==> config.mk <==
export PLATFORM = sky130hd
export DESIGN_NAME = sorted_deadline_timer_queue
export DESIGN_NICKNAME = d
export VERILOG_FILES = /design/src/rtl/core/sdtq_pkg.sv /design/src/rtl/core/sdtq_ram.sv /design/src/rtl/core/sdtq_alu.sv /design/src/rtl/core/sorted_deadline_timer_queue.sv
export SDC_FILE = /design/constraint.sdc
export NUM_CORES = 1
export LEC_CHECK = 0
export BUFFER_PORTS_ARGS = -buffer_cell sky130_fd_sc_hd__buf_4
export CORE_MARGIN = 1
export CORE_UTILIZATION = 30
export DETAILED_ROUTE_END_ITERATION = 8
export GPL_TIMING_DRIVEN = 0
export PLACE_DENSITY = 0.49
export SLEW_MARGIN = 20
export SYNTH_ARGS = -nofsm -noshare
export SYNTH_HDL_FRONTEND = slang
export SYNTH_SLANG_ARGS = --single-unit
==> constraint.sdc <==
create_clock -name clk -period 6.85 [get_ports clk]
set_input_delay 1.0275 -clock clk [delete_from_list [all_inputs] [get_ports clk]]
set_output_delay 1.0275 -clock clk [all_outputs]
set_load 0.01 [all_outputs]
==> src/rtl/core/sdtq_pkg.sv <==
// ============================================================================
// sdtq_pkg : shared types and constants of the sorted deadline timer queue
// Default sizes, field widths and the codes used across the queue files.
// ============================================================================
`timescale 1ns / 1ps
`default_nettype none

package sdtq_pkg;

    localparam int DEF_NUM_TIMERS = 16;
    localparam int DEF_TIME_BITS  = 40;

    localparam int FUNC_W  = 2;
    localparam int ID_W    = 4;
    localparam int NOW_W   = 40;
    localparam int DELAY_W = 32;
    localparam int STAT_W  = 2;

    localparam int IN_DATA_W  = 80;
    localparam int OUT_DATA_W = 8;

    typedef enum logic [FUNC_W-1:0] {
        FUNC_START  = 2'd0,
        FUNC_STOP   = 2'd1,
        FUNC_EXPIRE = 2'd2
    } func_t;

    typedef enum logic [STAT_W-1:0] {
        ST_DONE   = 2'd0,
        ST_REJECT = 2'd1,
        ST_FIRED  = 2'd2
    } status_t;

    typedef enum logic {
        ALU_ADD = 1'b0,
        ALU_SUB = 1'b1
    } alu_op_t;

endpackage

`default_nettype wire

==> src/rtl/core/sdtq_ram.sv <==
// ============================================================================
// sdtq_ram : generic single-write, single-read RAM
// One write port and one read port with registered read data.
// ============================================================================
`timescale 1ns / 1ps
`default_nettype none

module sdtq_ram #(
    parameter int WIDTH = 8,
    parameter int DEPTH = 16
) (
    input  wire logic                     clk,
    input  wire logic                     we,
    input  wire logic [$clog2(DEPTH)-1:0] waddr,
    input  wire logic [WIDTH-1:0]         wdata,
    input  wire logic [$clog2(DEPTH)-1:0] raddr,
    output logic      [WIDTH-1:0]         rdata
);

    logic [WIDTH-1:0] mem [DEPTH];

    always_ff @(posedge clk)
    begin
        if (we)
        begin
            mem[waddr] <= wdata;
        end
        rdata <= mem[raddr];
    end

endmodule

`default_nettype wire

==> src/rtl/core/sdtq_alu.sv <==
// ============================================================================
// sdtq_alu : shared add / compare unit
// Adds for deadline computation, subtracts for deadline ordering; the carry
// out flags overflow on add and y <= x on subtract.
// ============================================================================
`timescale 1ns / 1ps
`default_nettype none

module sdtq_alu
    import sdtq_pkg::*;
#(
    parameter int W = DEF_TIME_BITS
) (
    input  wire alu_op_t      op,
    input  wire logic [W-1:0] x,
    input  wire logic [W-1:0] y,
    output logic      [W-1:0] res,
    output logic              carry
);

    logic [W:0] full;
    logic [W-1:0] y_in;

    always_comb
    begin
        y_in  = (op == ALU_SUB) ? ~y : y;
        full  = {1'b0, x} + {1'b0, y_in} + {{W{1'b0}}, (op == ALU_SUB)};
        res   = full[W-1:0];
        carry = full[W];
    end

endmodule

`default_nettype wire

==> src/rtl/core/sorted_deadline_timer_queue.sv <==
// ============================================================================
// sorted_deadline_timer_queue : deadline-sorted one-shot timer queue
// Start, stop and expire commands on a RAM-held queue sorted by deadline,
// walked one entry at a time through a shared add / compare unit.
// ============================================================================
//
//  channel | dir | tdata                          | tuser    | tlast
//  --------+-----+--------------------------------+----------+------
//  s_      | in  | timer_id, now_ms, delay_ms     | func     | -
//  m_      | out | fired_id                       | status   | last
//
//  Each queue entry is handled as a RAM read, then a compare/write. A start
//  walks back over the entries with a later deadline, a stop over the whole
//  queue; an expire walks the due entries and, if any fired, moves the rest
//  down to the head.
//  Reset empties the queue and clears all running flags at once.
//  A stalled output holds the sequencer only where it must emit a result.
//
`timescale 1ns / 1ps
`default_nettype none

module sorted_deadline_timer_queue
    import sdtq_pkg::*;
#(
    parameter int NUM_TIMERS = DEF_NUM_TIMERS,
    parameter int TIME_BITS  = DEF_TIME_BITS
) (
    input  wire logic                  clk,
    input  wire logic                  rst_n,
    input  wire logic                  s_tvalid,
    output logic                       s_tready,
    input  wire logic [IN_DATA_W-1:0]  s_tdata,   // timer_id[3:0], now_ms[43:4], delay_ms[75:44]
    input  wire logic [FUNC_W-1:0]     s_tuser,   // func[1:0]
    output logic                       m_tvalid,
    input  wire logic                  m_tready,
    output logic      [OUT_DATA_W-1:0] m_tdata,   // fired_id[3:0]
    output logic      [STAT_W-1:0]     m_tuser,   // status[1:0]
    output logic                       m_tlast
);

    localparam int IDX_W = $clog2(NUM_TIMERS);
    localparam int CNT_W = $clog2(NUM_TIMERS + 1);
    localparam int ENT_W = ID_W + TIME_BITS;

    typedef enum logic [10:0] {
        S_IDLE    = 11'b000_0000_0001,
        S_INS_RD  = 11'b000_0000_0010,
        S_INS_CHK = 11'b000_0000_0100,
        S_STP_RD  = 11'b000_0000_1000,
        S_STP_CHK = 11'b000_0001_0000,
        S_EXP_RD  = 11'b000_0010_0000,
        S_EXP_CHK = 11'b000_0100_0000,
        S_EXP_END = 11'b000_1000_0000,
        S_SH_RD   = 11'b001_0000_0000,
        S_SH_WR   = 11'b010_0000_0000,
        S_RESP    = 11'b100_0000_0000
    } state_t;

    state_t                state_reg, state_next;
    logic [CNT_W-1:0]      count_reg, count_next;
    logic [NUM_TIMERS-1:0] running_reg, running_next;
    logic [ID_W-1:0]       cmd_id_reg, cmd_id_next;
    logic [TIME_BITS-1:0]  cmd_time_reg, cmd_time_next;
    logic [CNT_W-1:0]      idx_reg, idx_next;
    logic [CNT_W-1:0]      dst_reg, dst_next;
    logic                  found_reg, found_next;
    logic                  pend_valid_reg, pend_valid_next;
    logic [ID_W-1:0]       pend_id_reg, pend_id_next;
    status_t               resp_reg, resp_next;

    logic                  m_valid_reg;
    status_t               m_status_reg;
    logic [ID_W-1:0]       m_id_reg;
    logic                  m_last_reg;

    logic [FUNC_W-1:0]     in_func;
    logic [ID_W-1:0]       in_id;
    logic [TIME_BITS-1:0]  in_now;
    logic [DELAY_W-1:0]    in_delay;
    logic                  in_id_ok;
    logic [IDX_W-1:0]      in_idx;
    logic [IDX_W-1:0]      cmd_idx;
    logic [CNT_W-1:0]      idx_dec;

    logic                  ram_we;
    logic [IDX_W-1:0]      ram_waddr;
    logic [ENT_W-1:0]      ram_wdata;
    logic [IDX_W-1:0]      ram_raddr;
    logic [ENT_W-1:0]      rd_data;
    logic [TIME_BITS-1:0]  rd_deadline;
    logic [ID_W-1:0]       rd_id;
    logic [IDX_W-1:0]      rd_idx;

    alu_op_t               alu_op;
    logic [TIME_BITS-1:0]  alu_x;
    logic [TIME_BITS-1:0]  alu_y;
    logic [TIME_BITS-1:0]  alu_res;
    logic                  alu_carry;

    logic                  out_free;
    logic                  out_load;
    status_t               out_status;
    logic [ID_W-1:0]       out_id;
    logic                  out_last;

    assign in_func     = s_tuser;
    assign in_id       = s_tdata[3:0];
    assign in_now      = TIME_BITS'(s_tdata[43:4]);
    assign in_delay    = s_tdata[75:44];
    assign in_id_ok    = (32'(in_id) < NUM_TIMERS);
    assign in_idx      = IDX_W'(in_id);
    assign cmd_idx     = IDX_W'(cmd_id_reg);
    assign idx_dec     = idx_reg - CNT_W'(1);
    assign rd_deadline = rd_data[TIME_BITS-1:0];
    assign rd_id       = rd_data[ENT_W-1:TIME_BITS];
    assign rd_idx      = IDX_W'(rd_id);
    assign out_free    = !m_valid_reg || m_tready;

    assign s_tready = (state_reg == S_IDLE);
    assign m_tvalid = m_valid_reg;
    assign m_tdata  = {4'b0000, m_id_reg};
    assign m_tuser  = m_status_reg;
    assign m_tlast  = m_last_reg;

    sdtq_ram #(
        .WIDTH (ENT_W),
        .DEPTH (NUM_TIMERS)
    ) u_queue (
        .clk   (clk),
        .we    (ram_we),
        .waddr (ram_waddr),
        .wdata (ram_wdata),
        .raddr (ram_raddr),
        .rdata (rd_data)
    );

    sdtq_alu #(
        .W (TIME_BITS)
    ) u_alu (
        .op    (alu_op),
        .x     (alu_x),
        .y     (alu_y),
        .res   (alu_res),
        .carry (alu_carry)
    );

    always_comb
    begin
        state_next      = state_reg;
        count_next      = count_reg;
        running_next    = running_reg;
        cmd_id_next     = cmd_id_reg;
        cmd_time_next   = cmd_time_reg;
        idx_next        = idx_reg;
        dst_next        = dst_reg;
        found_next      = found_reg;
        pend_valid_next = pend_valid_reg;
        pend_id_next    = pend_id_reg;
        resp_next       = resp_reg;
        ram_we          = 1'b0;
        ram_waddr       = '0;
        ram_wdata       = '0;
        ram_raddr       = '0;
        out_load        = 1'b0;
        out_status      = ST_DONE;
        out_id          = '0;
        out_last        = 1'b1;
        alu_op          = ALU_SUB;
        alu_x           = cmd_time_reg;
        alu_y           = rd_deadline;

        case (state_reg)
            S_IDLE:
            begin
                alu_op = ALU_ADD;
                alu_x  = in_now;
                alu_y  = TIME_BITS'(in_delay);
                if (s_tvalid)
                begin
                    cmd_id_next     = in_id;
                    idx_next        = '0;
                    dst_next        = '0;
                    found_next      = 1'b0;
                    pend_valid_next = 1'b0;
                    resp_next       = ST_DONE;
                    state_next      = S_RESP;
                    case (in_func)
                        FUNC_START:
                        begin
                            cmd_time_next = alu_carry ? '1 : alu_res;
                            idx_next      = count_reg;
                            if (in_id_ok)
                            begin
                                if (running_reg[in_idx] || count_reg >= CNT_W'(NUM_TIMERS))
                                begin
                                    resp_next = ST_REJECT;
                                end
                                else
                                begin
                                    state_next = S_INS_RD;
                                end
                            end
                        end
                        FUNC_STOP:
                        begin
                            if (in_id_ok && running_reg[in_idx])
                            begin
                                state_next = S_STP_RD;
                            end
                        end
                        FUNC_EXPIRE:
                        begin
                            cmd_time_next = in_now;
                            state_next    = S_EXP_RD;
                        end
                        default:
                        begin
                            state_next = S_RESP;
                        end
                    endcase
                end
            end

            S_INS_RD:
            begin
                ram_raddr = idx_dec[IDX_W-1:0];
                if (idx_reg == '0)
                begin
                    ram_we                = 1'b1;
                    ram_waddr             = '0;
                    ram_wdata             = {cmd_id_reg, cmd_time_reg};
                    count_next            = count_reg + CNT_W'(1);
                    running_next[cmd_idx] = 1'b1;
                    state_next            = S_RESP;
                end
                else
                begin
                    state_next = S_INS_CHK;
                end
            end

            S_INS_CHK:
            begin
                ram_raddr = idx_dec[IDX_W-1:0];
                ram_we    = 1'b1;
                ram_waddr = idx_reg[IDX_W-1:0];
                if (alu_carry)
                begin
                    ram_wdata             = {cmd_id_reg, cmd_time_reg};
                    count_next            = count_reg + CNT_W'(1);
                    running_next[cmd_idx] = 1'b1;
                    state_next            = S_RESP;
                end
                else
                begin
                    ram_wdata  = rd_data;
                    idx_next   = idx_dec;
                    state_next = S_INS_RD;
                end
            end

            S_STP_RD:
            begin
                ram_raddr = idx_reg[IDX_W-1:0];
                if (idx_reg == count_reg)
                begin
                    count_next            = count_reg - CNT_W'(1);
                    running_next[cmd_idx] = 1'b0;
                    state_next            = S_RESP;
                end
                else
                begin
                    state_next = S_STP_CHK;
                end
            end

            S_STP_CHK:
            begin
                ram_raddr = idx_reg[IDX_W-1:0];
                if (found_reg)
                begin
                    ram_we    = 1'b1;
                    ram_waddr = idx_dec[IDX_W-1:0];
                    ram_wdata = rd_data;
                end
                else if (rd_id == cmd_id_reg)
                begin
                    found_next = 1'b1;
                end
                idx_next   = idx_reg + CNT_W'(1);
                state_next = S_STP_RD;
            end

            S_EXP_RD:
            begin
                ram_raddr = idx_reg[IDX_W-1:0];
                state_next = (idx_reg == count_reg) ? S_EXP_END : S_EXP_CHK;
            end

            S_EXP_CHK:
            begin
                ram_raddr = idx_reg[IDX_W-1:0];
                if (alu_carry)
                begin
                    if (!pend_valid_reg || out_free)
                    begin
                        if (pend_valid_reg)
                        begin
                            out_load   = 1'b1;
                            out_status = ST_FIRED;
                            out_id     = pend_id_reg;
                            out_last   = 1'b0;
                        end
                        pend_valid_next      = 1'b1;
                        pend_id_next         = rd_id;
                        running_next[rd_idx] = 1'b0;
                        idx_next             = idx_reg + CNT_W'(1);
                        state_next           = S_EXP_RD;
                    end
                end
                else
                begin
                    state_next = S_EXP_END;
                end
            end

            S_EXP_END:
            begin
                if (!pend_valid_reg)
                begin
                    resp_next  = ST_DONE;
                    state_next = S_RESP;
                end
                else if (out_free)
                begin
                    out_load        = 1'b1;
                    out_status      = ST_FIRED;
                    out_id          = pend_id_reg;
                    out_last        = 1'b1;
                    pend_valid_next = 1'b0;
                    dst_next        = '0;
                    state_next      = S_SH_RD;
                end
            end

            S_SH_RD:
            begin
                ram_raddr = idx_reg[IDX_W-1:0];
                if (idx_reg == count_reg)
                begin
                    count_next = dst_reg;
                    state_next = S_IDLE;
                end
                else
                begin
                    state_next = S_SH_WR;
                end
            end

            S_SH_WR:
            begin
                ram_raddr  = idx_reg[IDX_W-1:0];
                ram_we     = 1'b1;
                ram_waddr  = dst_reg[IDX_W-1:0];
                ram_wdata  = rd_data;
                dst_next   = dst_reg + CNT_W'(1);
                idx_next   = idx_reg + CNT_W'(1);
                state_next = S_SH_RD;
            end

            S_RESP:
            begin
                if (out_free)
                begin
                    out_load   = 1'b1;
                    out_status = resp_reg;
                    out_id     = '0;
                    out_last   = 1'b1;
                    state_next = S_IDLE;
                end
            end

            default:
            begin
                state_next = S_IDLE;
            end
        endcase
    end

    always_ff @(posedge clk or negedge rst_n)
    begin
        if (!rst_n)
        begin
            state_reg      <= S_IDLE;
            count_reg      <= '0;
            running_reg    <= '0;
            pend_valid_reg <= 1'b0;
            m_valid_reg    <= 1'b0;
        end
        else
        begin
            state_reg      <= state_next;
            count_reg      <= count_next;
            running_reg    <= running_next;
            pend_valid_reg <= pend_valid_next;
            if (out_load)
            begin
                m_valid_reg <= 1'b1;
            end
            else if (m_tready)
            begin
                m_valid_reg <= 1'b0;
            end
        end
    end

    always_ff @(posedge clk)
    begin
        cmd_id_reg   <= cmd_id_next;
        cmd_time_reg <= cmd_time_next;
        idx_reg      <= idx_next;
        dst_reg      <= dst_next;
        found_reg    <= found_next;
        pend_id_reg  <= pend_id_next;
        resp_reg     <= resp_next;
        if (out_load)
        begin
            m_status_reg <= out_status;
            m_id_reg     <= out_id;
            m_last_reg   <= out_last;
        end
    end

    a_count_bound: assert property (@(posedge clk) disable iff (!rst_n)
        count_reg <= CNT_W'(NUM_TIMERS))
        else $error("queue count beyond capacity");

    a_flags_match: assert property (@(posedge clk) disable iff (!rst_n)
        (state_reg == S_IDLE) |-> ($countones(running_reg) == 32'(count_reg)))
        else $error("running flags disagree with queue count");

    a_waddr_range: assert property (@(posedge clk) disable iff (!rst_n)
        ram_we |-> (32'(ram_waddr) < NUM_TIMERS))
        else $error("queue write outside storage");

    a_no_overwrite: assert property (@(posedge clk) disable iff (!rst_n)
        (m_tvalid && !m_tready) |-> !out_load)
        else $error("pending result overwritten");

endmodule

`default_nettype wire

==> results of run 1 <==
## through the flow
| stage | util [%] | instance area, µm² | total power, mW | setup WS (ns) | cells |
|---|---|---|---|---|---|
| after floorplan | - | 36500 | 12.0 | 1.82 | 2352 |
| after global placement | 32.6 | 39200 | 14.5 | -1.45 | 4054 |
| after detailed placement | 33.7 | 40500 | 14.5 | -0.690 | 4104 |
| after CTS | 36.3 | 43700 | 19.6 | 0.00304 | 4282 |
| after global routing | 36.3 | 43700 | 20.6 | -0.00888 | 4282 |
| final | 36.3 | 43700 | 19.6 | 0.139 | 4282 |
## cell usage after synthesis (4+ instances only)
master / n
o21bai_1: 9
and4_1: 4
mux4_2: 172
inv_1: 24
a2bb2oi_1: 17
o21a_1: 9
and2_1: 11
clkbuf_1: 73
buf_2: 44
ha_1: 45
and3_1: 9
buf_4: 6
xor2_1: 27
nor4_1: 21
edfxtp_1: 771
a22oi_1: 85
o211ai_1: 4
o22ai_1: 4
dfxtp_1: 44
o21ai_0: 57
a32oi_1: 10
xnor2_1: 30
nor3_1: 30
or2_2: 5
nand3_1: 42
nand2b_1: 17
a21o_1: 17
a211oi_1: 4
o21ai_1: 6
o22a_1: 25
nand2_1: 265
a22o_1: 47
a21oi_1: 107
nor4_2: 5
nand4_1: 14
buf_1: 16
nor2b_1: 12
a31oi_1: 35
dfrtp_1: 33
nor2_1: 138
## worst paths after layout
kind	depth (start not counted)	to	startpoint	slack [ns]
max reg2reg	19	u_queue.mem[7][42]	state_reg[5]	0.14
min reg2reg	0	pend_id_reg[0]	u_queue.rdata[40]	0.44
min in group clk	0	pend_id_reg[0]	u_queue.rdata[40]	0.44
min	1	count_reg[2]	rst_n	0.31
max	19	u_queue.mem[7][42]	state_reg[5]	0.14
max in group asynchronous	1	state_reg[0]	rst_n	6.18
## power by group through the flow
stage / Combinational, mW / Sequential, mW / Clock [mW]
2_1_floorplan: 5.66 / 6.36 / 0
3_3_place_gp: 7.98 / 6.49 / 0
3_5_place_dp: 7.99 / 6.48 / 0
4_1_cts: 8.07 / 6.38 / 5.13
5_1_grt: 8.90 / 6.41 / 5.33
6_report: 8.14 / 6.39 / 5.04
## logic make-up (layout without fill, tap and decap cells)
group           after synthesis  in the layout  share of synthesized area [%]
compound gates              467            467                           8.84
flops                       849            849                           68.2
fa+ha+maj                    47             47                           1.65
mux                         174            174                           10.7
simple gates                590            590                           7.32
buf+inv                     164            482                           1.92
other cells                   1              4                         0.0103
xor+xnor                     57             57                           1.37
## placed cells by master, fill, tap and decap left out, types with 18 or more instances in the layout
cell type,synthesis,final
edfxtp_1,771,771
nand2_1,265,265
mux4_2,172,172
nor2_1,138,120
a21oi_1,107,107
buf_4,6,97
clkbuf_16,0,96
clkbuf_1,73,87
a22oi_1,85,85
o21ai_0,57,56
buf_2,44,46
ha_1,45,45
dfxtp_1,44,44
nand3_1,42,41
a31oi_1,35,35
a22o_2,0,33
dfrtp_1,33,33
buf_16,0,31
nor3_1,30,30
xnor2_1,30,30
xor2_1,27,27
o22a_1,25,25
inv_1,24,24
nor4_1,21,20
clkinv_2,0,18
## final cells by class
class / instances / area [µm²] / area share (%)
clock inverters: 56 / 539 / 1.23
plain buffers: 139 / 624 / 1.43
inverters: 24 / 90.1 / 0.206
well taps: 1612 / 2020 / 4.61
clock buffers: 123 / 2550 / 5.84
flip-flops and latches: 849 / 24900 / 56.9
repair buffers: 140 / 1890 / 4.33
multi-input cells: 1339 / 11100 / 25.4
## what timing repair did
item                                    4_1_cts  5_1_grt
pin swaps                                     0        0
endpoints found under the setup margin      677      620
buffers inserted                              0        0
resized for setup                            16       30
## layer usage
| metal | global-route usage [%] | vias up | routed length, µm | share of wire [%] |
|---|---|---|---|---|
| met5 | 0 | - | 21 | 0.018 |
| met4 | 5.01 | 4 | 2600 | 2.2 |
| met3 | 2.70 | 138 | 8190 | 7.0 |
| met2 | 31.3 | 910 | 56200 | 48 |
| met1 | 26.4 | 12000 | 50600 | 43 |
| li1 | - | 9792 | - | - |
==> impl_results.md, run 1 <==
- CTS sink cnt: 849
- # DRC: 0
- Share of flip-flops with an asynchronous set or reset: 4.00%
- Clk Tree Root Cell: clkbuf_16
- Pwr Density: 448 nW/µm²
- Die Y-Extent: 351 µm
- Core Footprint: 120000 µm²
- Nature of the critical path startpoint: flip-flop
- Drt wl/cell: 27.5 µm
- Comb pwr share: 41.6%
- WP buf/inv: 6
- Die width: 351 µm
- # setup viols final: 0
- Setup TNS: 0 ns
- Area leader, netlist: edfxtp_1
- Final ANT Viol Nets: 0
- Net count, final: 2721
- Synth area leaders: edfxtp_1 (63%), mux4_2 (11%), nand2_1 (2.7%)
- Final worst path period share: 98.0%
- Clk slew on worst S/H paths: 0.06 ns
- Synthesis Warnings: 0
- Rows: 127
- First-pass GRT wire length: 167 mm
- GRT Overall Usage: 19.1%
- Die area: 123000 µm²
- Mean Syn Cell Area: 15.5 µm²
- # diodes: 0
- Post-DP HPWL: 85.0 mm
- CTS H-tree depth: 3
- Drt pass-1 iters: 6
- CTS tree: done
- Filler Cells Inserted: 11300
- Hold WS: 0.305 ns
- Total wire length: 118 mm
- Worst EP arrival: 7.12 ns
- Clock power share: 25.8%
- CTS Buffer Depth: 3
- Internal power: 12.0 mW
- Largest net degree at the start of global routing: 35
- Status: completed
- Crit path required time: 7.26 ns
- Post-synth EDFFs: 771
- Crit path max-delay family: compound AO/OA/AOI/OAI gates
- Initial antenna violation count: 3
- Max Freq: 149 MHz
- Largest stage delay, worst path: 0.58 ns
- Worst-Skew Late Latency: 0.69 ns
- Routed vias/inst: 5.33
- Rel. slew slack: 17.9%
- Via count: 22800
- Least-Margin Pin Slew: 1.23 ns
- Total of max-cap violations: 0
- Starting Density: 30.3%
- Peak VDD IR: 0.250 mV
- Kind of critical path: flip-flop to flip-flop
- Top FF cell, synth: edfxtp_1
- Register bit total from synthesis: 849
- Final Skew: 0.0313 ns
- Syn-to-layout area delta: 19.8%
- Io pins: 99
- Number of global-route vias before repair: 22700
- Slew Viols, Final: 0
- Sw Ratio: 38.8%
- Seq pwr share: 32.6%
- CP most frequent cell: buf_2
- Proportion of netlist area held by the largest area contributor: 63.5%
- Sequential fraction of the synthesis area: 68.2%
- Port Buffers: 90
- Initial DRC count: 2673
- Grt ovf: 0
- CTS buffer count: 95
- Net switching power figure: 7.59 mW
- Final hold vios: 0
- Crit path cell chain: nor4_2 > nand3_1 > clkbuf_1 > buf_2 > clkbuf_2 > a21oi_1 > ha_1 > buf_2 > a21oi_1 > o21ai_0 > a21oi_1 > o21ai_0 > a41oi_2 > o21a_1 > buf_2 > nand2_1 > nand3_2 > buf_2 > a22o_1
- Critical Path Fanout Max: 16
- Netlist cell types: 77
- Endpoint class of the critical path: flip-flop
- Leak: 13.4 nW
- Max reg flops: 704
- Netlist Area Pre-Place: 36500 µm²
- Hold Crit Class: input port to async pin
- Cells after synthesis: 2349
- Layout cells sized above 1: 22.4%
- RSZ-0062 raised after global routing: yes
- Worst-path cell with the longest stage delay: nor4_2
- Final min period: 6.71 ns
- GP Congestion: 0.950
- Hold Buf Count CTS: 0
Power figures use the tool's default switching activity.
==> run 2: changes to the inputs <==
- RECOVER_POWER: not set -> 50
==> run 2 against run 1 <==
Net effect:
- the run now ends with capacitance limit, slew limit left
- count of clock-buffer cells in the layout unchanged
- clock skew decreased by 0.0011 ns
- die area unchanged
==> impl_results.md, run 2 (synthesis gave the netlist of run 1 again) <==
- Status: complete, but fails checks (was completed)
- Failing checks: capacitance limit, slew limit
- # diodes: 0 (unchanged)
- Core Footprint: 120000 µm² (unchanged)
- Nature of the critical path startpoint: flip-flop (unchanged)
- Leak: 13.1 nW (was 13.4 nW)
- Worst EP arrival: 7.10 ns (was 7.12 ns)
- Least-Margin Pin Slew: 2.06 ns (was 1.23 ns)
- First-pass GRT wire length: 167 mm (unchanged)
- Die width: 351 µm (unchanged)
- Syn-to-layout area delta: 17.8% (was 19.8%)
- Layout cells sized above 1: 20.3% (was 22.4%)
- Port Buffers: 90 (unchanged)
- Kind of critical path: flip-flop to flip-flop (unchanged)
- Largest net degree at the start of global routing: 35 (unchanged)
- Placed insts: 4104 (unchanged)
- Peak VDD IR: 0.250 mV (about the same)
- Area occupied by multi-input gates: 11000 µm² (was 11100 µm²)
- Net count, final: 2721 (unchanged)
- Final Non-Filler Cells: 4282 (unchanged)
- Max Freq: 149 MHz (about the same)
- # DRC: 0 (unchanged)
- Hold Buf Count CTS: 0 (unchanged)
- Starting Density: 30.3% (unchanged)
- Comb pwr share: 41.5% (was 41.6%)
- Die Y-Extent: 351 µm (unchanged)
- Post-CTS Setup Inserts: 0 (unchanged)
- Drt pass-1 iters: 7 (was 6)
- Total of max-cap violations: 4 (was 0)
- Rows: 127 (unchanged)
- Tot Pwr: 19.5 mW (was 19.6 mW)
- Endpoint class of the critical path: flip-flop (unchanged)
- Via count: 22800 (about the same)
- Number of global-route vias before repair: 22700 (unchanged)
- # setup viols final: 0 (unchanged)
- CTS tree: done (unchanged)
- Final min period: 6.69 ns (was 6.71 ns)
- Max reg flops: 704 (unchanged)
- Seq pwr share: 32.7% (was 32.6%)
- Pwr Density: 454 nW/µm² (was 448 nW/µm²)
- CTS buffer count: 95 (unchanged)
- Grt ovf: 0 (unchanged)
- Worst-Skew Late Latency: 0.69 ns (about the same)
- Sw Ratio: 38.8% (about the same)
- RSZ-0062 raised after global routing: yes (unchanged)
- CTS sink cnt: 849 (unchanged)
- Crit path required time: 7.25 ns (was 7.26 ns)
- CP most frequent cell: buf_2 (unchanged)
- Final hold vios: 0 (unchanged)
- Commonest non-fill, non-tap cells in the layout: edfxtp_1 (771), nand2_1 (265), mux4_2 (172), nor2_1 (135), clkbuf_1 (126) (was edfxtp_1 (771), nand2_1 (265), mux4_2 (172), nor2_1 (120), a21oi_1 (107))
- Slew Viols, Final: 71 (was 0)
- Crit path cell chain: nor4_2 > nand3_1 > clkbuf_1 > buf_2 > clkbuf_2 > a21oi_1 > ha_1 > buf_2 > a21oi_1 > o21ai_0 > a21oi_1 > o21ai_0 > a41oi_2 > o21a_1 > buf_2 > nand2_1 > nand3_2 > buf_2 > a22o_1 (unchanged)
- Drt wl/cell: 27.5 µm (about the same)
- Sequential Area: 24900 µm² (unchanged)
- Commonest non-fill, non-tap cell in the layout: edfxtp_1 (unchanged)
- Worst-path cell with the longest stage delay: nor4_2 (unchanged)
- Clk Tree Root Cell: clkbuf_16 (unchanged)
- CTS H-tree depth: 3 (unchanged)
- Io pins: 99 (unchanged)
- CTS Buffer Depth: 3 (unchanged)
- Final Skew: 0.0302 ns (was 0.0313 ns)
- Total wire length: 118 mm (about the same)
- Rel. slew slack: -37.3% (was 17.9%)
- Hold Crit Class: flip-flop to flip-flop (was input port to async pin)
- Initial antenna violation count: 3 (unchanged)
- Post-DP HPWL: 85.0 mm (unchanged)
- Die area: 123000 µm² (unchanged)
- Final worst path period share: 97.7% (was 98.0%)
- WP buf/inv: 6 (unchanged)
- Internal power: 12.0 mW (about the same)
- GP Congestion: 0.950 (unchanged)
- Clk slew on worst S/H paths: 0.06 ns (about the same)
- GRT Overall Usage: 19.1% (unchanged)
- Critical Path Fanout Max: 16 (unchanged)
- Final WS setup: 0.155 ns (was 0.139 ns)
- Worst slack, placed: -0.690 ns (unchanged)
- Net switching power figure: 7.58 mW (was 7.59 mW)
- Setup TNS: 0 ns (unchanged)
- Area post-placement: 40500 µm² (unchanged)
- Initial DRC count: 2660 (was 2673)
- Filler Cells Inserted: 11400 (was 11300)
- Largest stage delay, worst path: 0.57 ns (was 0.58 ns)
- Crit path max-delay family: compound AO/OA/AOI/OAI gates (unchanged)
- Routed vias/inst: 5.32 (was 5.33)
- Final ANT Viol Nets: 0 (unchanged)
- Clock power share: 25.8% (about the same)
- Finished layout cell area: 43000 µm² (was 43700 µm²)
[run 2: layout make-up]
type	count	area share (%)
sequential	849	57.9
multi-input combinational	1339	25.5
clock buffer	123	5.94
tap	1612	4.69
timing repair buffer	140	3.02
buffer	139	1.45
clock inverter	56	1.25
inverter	24	0.210
[run 2: per-layer routing]
metal  wire length, µm  track usage, %  share of wire [%]
met5                21               0              0.018
met4              2740            5.01                2.3
met3              7950            2.70                6.7
met2             56000            31.3                 48
met1             51100            26.4                 43
[run 2: worst paths after layout]
kind                       slack, ns               from                 to  depth (start not counted)
min in group asynchronous       0.93              rst_n       count_reg[2]                          1
max reg2reg                     0.16       state_reg[5]  u_queue.mem[9][1]                         19
max in group asynchronous       4.72              rst_n     running_reg[6]                          1
min                             0.44  u_queue.rdata[40]     pend_id_reg[0]                          0
max                             0.16       state_reg[5]  u_queue.mem[9][1]                         19
min reg2reg                     0.44  u_queue.rdata[40]     pend_id_reg[0]                          0
[run 2: worst reg2reg max path, cell delays in order, from the launching register on]
cell and delay, ns:
dfrtp_1 0.43, nor4_2 0.57, nand3_1 0.23, clkbuf_1 0.37
buf_2 0.34, clkbuf_2 0.35, a21oi_1 0.46, ha_1 0.30
buf_2 0.18, a21oi_1 0.32, o21ai_0 0.14, a21oi_1 0.18
o21ai_0 0.14, a41oi_2 0.30, o21a_1 0.24, buf_2 0.29
nand2_1 0.15, nand3_2 0.37, buf_2 0.47, a22o_1 0.58
[run 2: per-stage QoR]
step	utilization (%)	hold WS [ns]
after floorplan	-	0.406
after global routing	35.7	0.444
final	35.7	0.438
after CTS	36.3	0.287
after detailed placement	33.7	0.425
after global placement	32.6	0.431
[run 2: what timing repair did]
action / in CTS / in global routing
setup endpoints to repair: 677 / 620
resized for setup: 16 / 30
endpoints found under the hold margin: 0 / 0
cloned: 0 / 0
[run 2: power by group through the flow]
stage	clock [mW]	combinational, mW	sequential [mW]
after CTS	5.13	8.07	6.38
after global placement	0	7.98	6.49
after floorplan	0	5.66	6.36
final	5.05	8.10	6.39
after detailed placement	0	7.99	6.48
after global routing	5.33	8.86	6.41
==> run 3: changes to the inputs <==
- PLACE_DENSITY: 0.49 -> not set
==> run 3 against run 2 <==
Net effect:
- the flow still finishes with violations (capacitance limit, slew limit)
- wire length shrank 8.3%
- critical path depth down 1
- sequential share of layout area grew 0.78 points
- flip-flop and latch count did not move
- register-to-register slack better by 0.07 ns
- core utilization is 0.48 points lower
- critical path type unchanged
- largest power group unchanged
==> impl_results.md, run 3 (synthesis gave the netlist of run 1 again) <==
- Status: complete, but fails checks (unchanged)
- Failing checks: capacitance limit, slew limit (unchanged)
- Slew Viols, Final: 305 (was 71)
- Worst EP arrival: 7.04 ns (was 7.10 ns)
- RSZ-0062 raised after global routing: no (was yes)
- Layout cells sized above 1: 20.1% (was 20.3%)
- Total of max-cap violations: 19 (was 4)
- Crit path required time: 7.26 ns (was 7.25 ns)
- Pwr Density: 456 nW/µm² (was 454 nW/µm²)
- GP Congestion: 0.939 (was 0.950)
- Initial antenna violation count: 7 (was 3)
- Endpoint class of the critical path: flip-flop (unchanged)
- Rows: 127 (unchanged)
- Core Footprint: 120000 µm² (unchanged)
- Peak VDD IR: 0.285 mV (was 0.250 mV)
- Grt ovf: 0 (unchanged)
- Final worst path period share: 96.8% (was 97.7%)
- Total wire length: 108 mm (was 118 mm)
- Final hold vios: 0 (unchanged)
- GRT Overall Usage: 17.5% (was 19.1%)
- Net count, final: 2707 (was 2721)
- CTS H-tree depth: 3 (unchanged)
- Final ANT Viol Nets: 0 (unchanged)
- Post-DP HPWL: 75.1 mm (was 85.0 mm)
- Placed insts: 4096 (was 4104)
- Finished layout cell area: 42400 µm² (was 43000 µm²)
- Clk Tree Root Cell: clkbuf_16 (unchanged)
- Die Y-Extent: 351 µm (unchanged)
- Via count: 22700 (was 22800)
- Least-Margin Pin Slew: 2.33 ns (was 2.06 ns)
- Io pins: 99 (unchanged)
- Max reg flops: 704 (unchanged)
- Final Non-Filler Cells: 4262 (was 4282)
- Drt wl/cell: 25.4 µm (was 27.5 µm)
- Commonest non-fill, non-tap cell in the layout: edfxtp_1 (unchanged)
- Hold Buf Count CTS: 0 (unchanged)
- # setup viols final: 0 (unchanged)
- Largest net degree at the start of global routing: 35 (unchanged)
- Post-CTS Setup Inserts: 0 (unchanged)
- Drt pass-1 iters: 6 (was 7)
- Die area: 123000 µm² (unchanged)
- Hold WS: 0.426 ns (was 0.438 ns)
- Core Util, Final: 35.3% (was 35.7%)
- Clk slew on worst S/H paths: 0.07 ns (was 0.06 ns)
- Final Skew: 0.0247 ns (was 0.0302 ns)
- First-pass GRT wire length: 156 mm (was 167 mm)
- Final min period: 6.63 ns (was 6.69 ns)
- Initial DRC count: 2763 (was 2660)
- Worst-Skew Late Latency: 0.65 ns (was 0.69 ns)
- CTS buffer count: 88 (was 95)
- Routed vias/inst: 5.32 (about the same)
- Leak: 12.9 nW (was 13.1 nW)
- CTS tree: done (unchanged)
- Commonest non-fill, non-tap cells in the layout: edfxtp_1 (771), nand2_1 (265), mux4_2 (172), nor2_1 (137), clkbuf_1 (126) (was edfxtp_1 (771), nand2_1 (265), mux4_2 (172), nor2_1 (135), clkbuf_1 (126))
- Syn-to-layout area delta: 16.3% (was 17.8%)
- # DRC: 0 (unchanged)
- Die width: 351 µm (unchanged)
- Number of global-route vias before repair: 22100 (was 22700)
- Kind of critical path: flip-flop to flip-flop (unchanged)
- Port Buffers: 90 (unchanged)
- CTS Buffer Depth: 3 (unchanged)
- Max Freq: 151 MHz (was 149 MHz)
- Setup TNS: 0 ns (unchanged)
- CTS sink cnt: 849 (unchanged)
- Hold Crit Class: flip-flop to flip-flop (unchanged)
- Critical Path Fanout Max: 16 (unchanged)
- Area post-placement: 40300 µm² (was 40500 µm²)
- Rel. slew slack: -57.0% (was -37.3%)
- Nature of the critical path startpoint: flip-flop (unchanged)
- Starting Density: 30.3% (unchanged)
-- run 3: layout make-up --
cell class | count | area [µm²]
Timing Repair Buffer | 133 | 842
Sequential cell | 849 | 24900
Buffer | 139 | 621
Antenna cell | 1 | 2.50
Fill cell | 11400 | 77900
Inverter | 24 | 93.8
Clock buffer | 106 | 2370
Multi-Input combinational cell | 1339 | 11000
Clock inverter | 59 | 602
Tap cell | 1612 | 2020
-- run 3: final timing paths --
kind	start	end	slack, ns	cells past startpoint
setup / recovery	state_reg[5]	u_queue.mem[8][25]	0.22	18
hold / removal	u_queue.rdata[43]	pend_id_reg[3]	0.43	0
setup reg to reg	state_reg[5]	u_queue.mem[8][25]	0.22	18
hold reg to reg	u_queue.rdata[43]	pend_id_reg[3]	0.43	0
max in group asynchronous	rst_n	running_reg[9]	4.68	1
min in group asynchronous	rst_n	count_reg[4]	0.97	1
-- run 3: power breakdown --
group | leakage [nW] | total (mW) | internal, mW | switching, mW
Sequential | 6.71 | 6.34 | 6.13 | 0.213
Clock | 1.46 | 4.90 | 2.83 | 2.07
Combinational | 4.72 | 8.08 | 2.95 | 5.14
Total | 12.9 | 19.3 | 11.9 | 7.42
-- run 3: metrics by stage --
stage               setup WS, ns  total power [mW]
finish                     0.222              19.3
global route              0.0363              20.3
CTS                       0.0554              19.2
detailed placement        -0.544              14.3
global placement           -1.19              14.3
floorplan                   1.82              12.0
-- run 3: what timing repair did --
item	CTS	global route
setup endpoints to repair	645	645
gates resized for setup	9	48
pin swaps	0	0
-- run 3: worst max-delay path, cell delays in order (launching register included) --
cell,delay (ns)
dfrtp_1,0.44
nor4_2,0.57
nand3_1,0.23
clkbuf_1,0.41
clkbuf_2,0.38
clkbuf_2,0.32
a21oi_1,0.31
ha_1,0.38
and3_1,0.22
a221oi_2,0.41
o21ai_2,0.17
a21o_2,0.27
a41oi_2,0.34
o21a_1,0.16
buf_2,0.30
nand2_1,0.17
nand3_2,0.33
buf_2,0.48
a22o_2,0.47
-- run 3: per-layer routing --
| metal | vias up | wire length, µm | part of all wire (%) | track usage, % |
|---|---|---|---|---|
| met4 | 8 | 2530 | 2.3 | 4.34 |
| met3 | 166 | 11100 | 10 | 4.37 |
| met2 | 1093 | 47800 | 44 | 26.3 |
| li1 | 9753 | - | - | - |
| met1 | 11700 | 46600 | 43 | 25.2 |
| met5 | - | 47 | 0.044 | 0 |
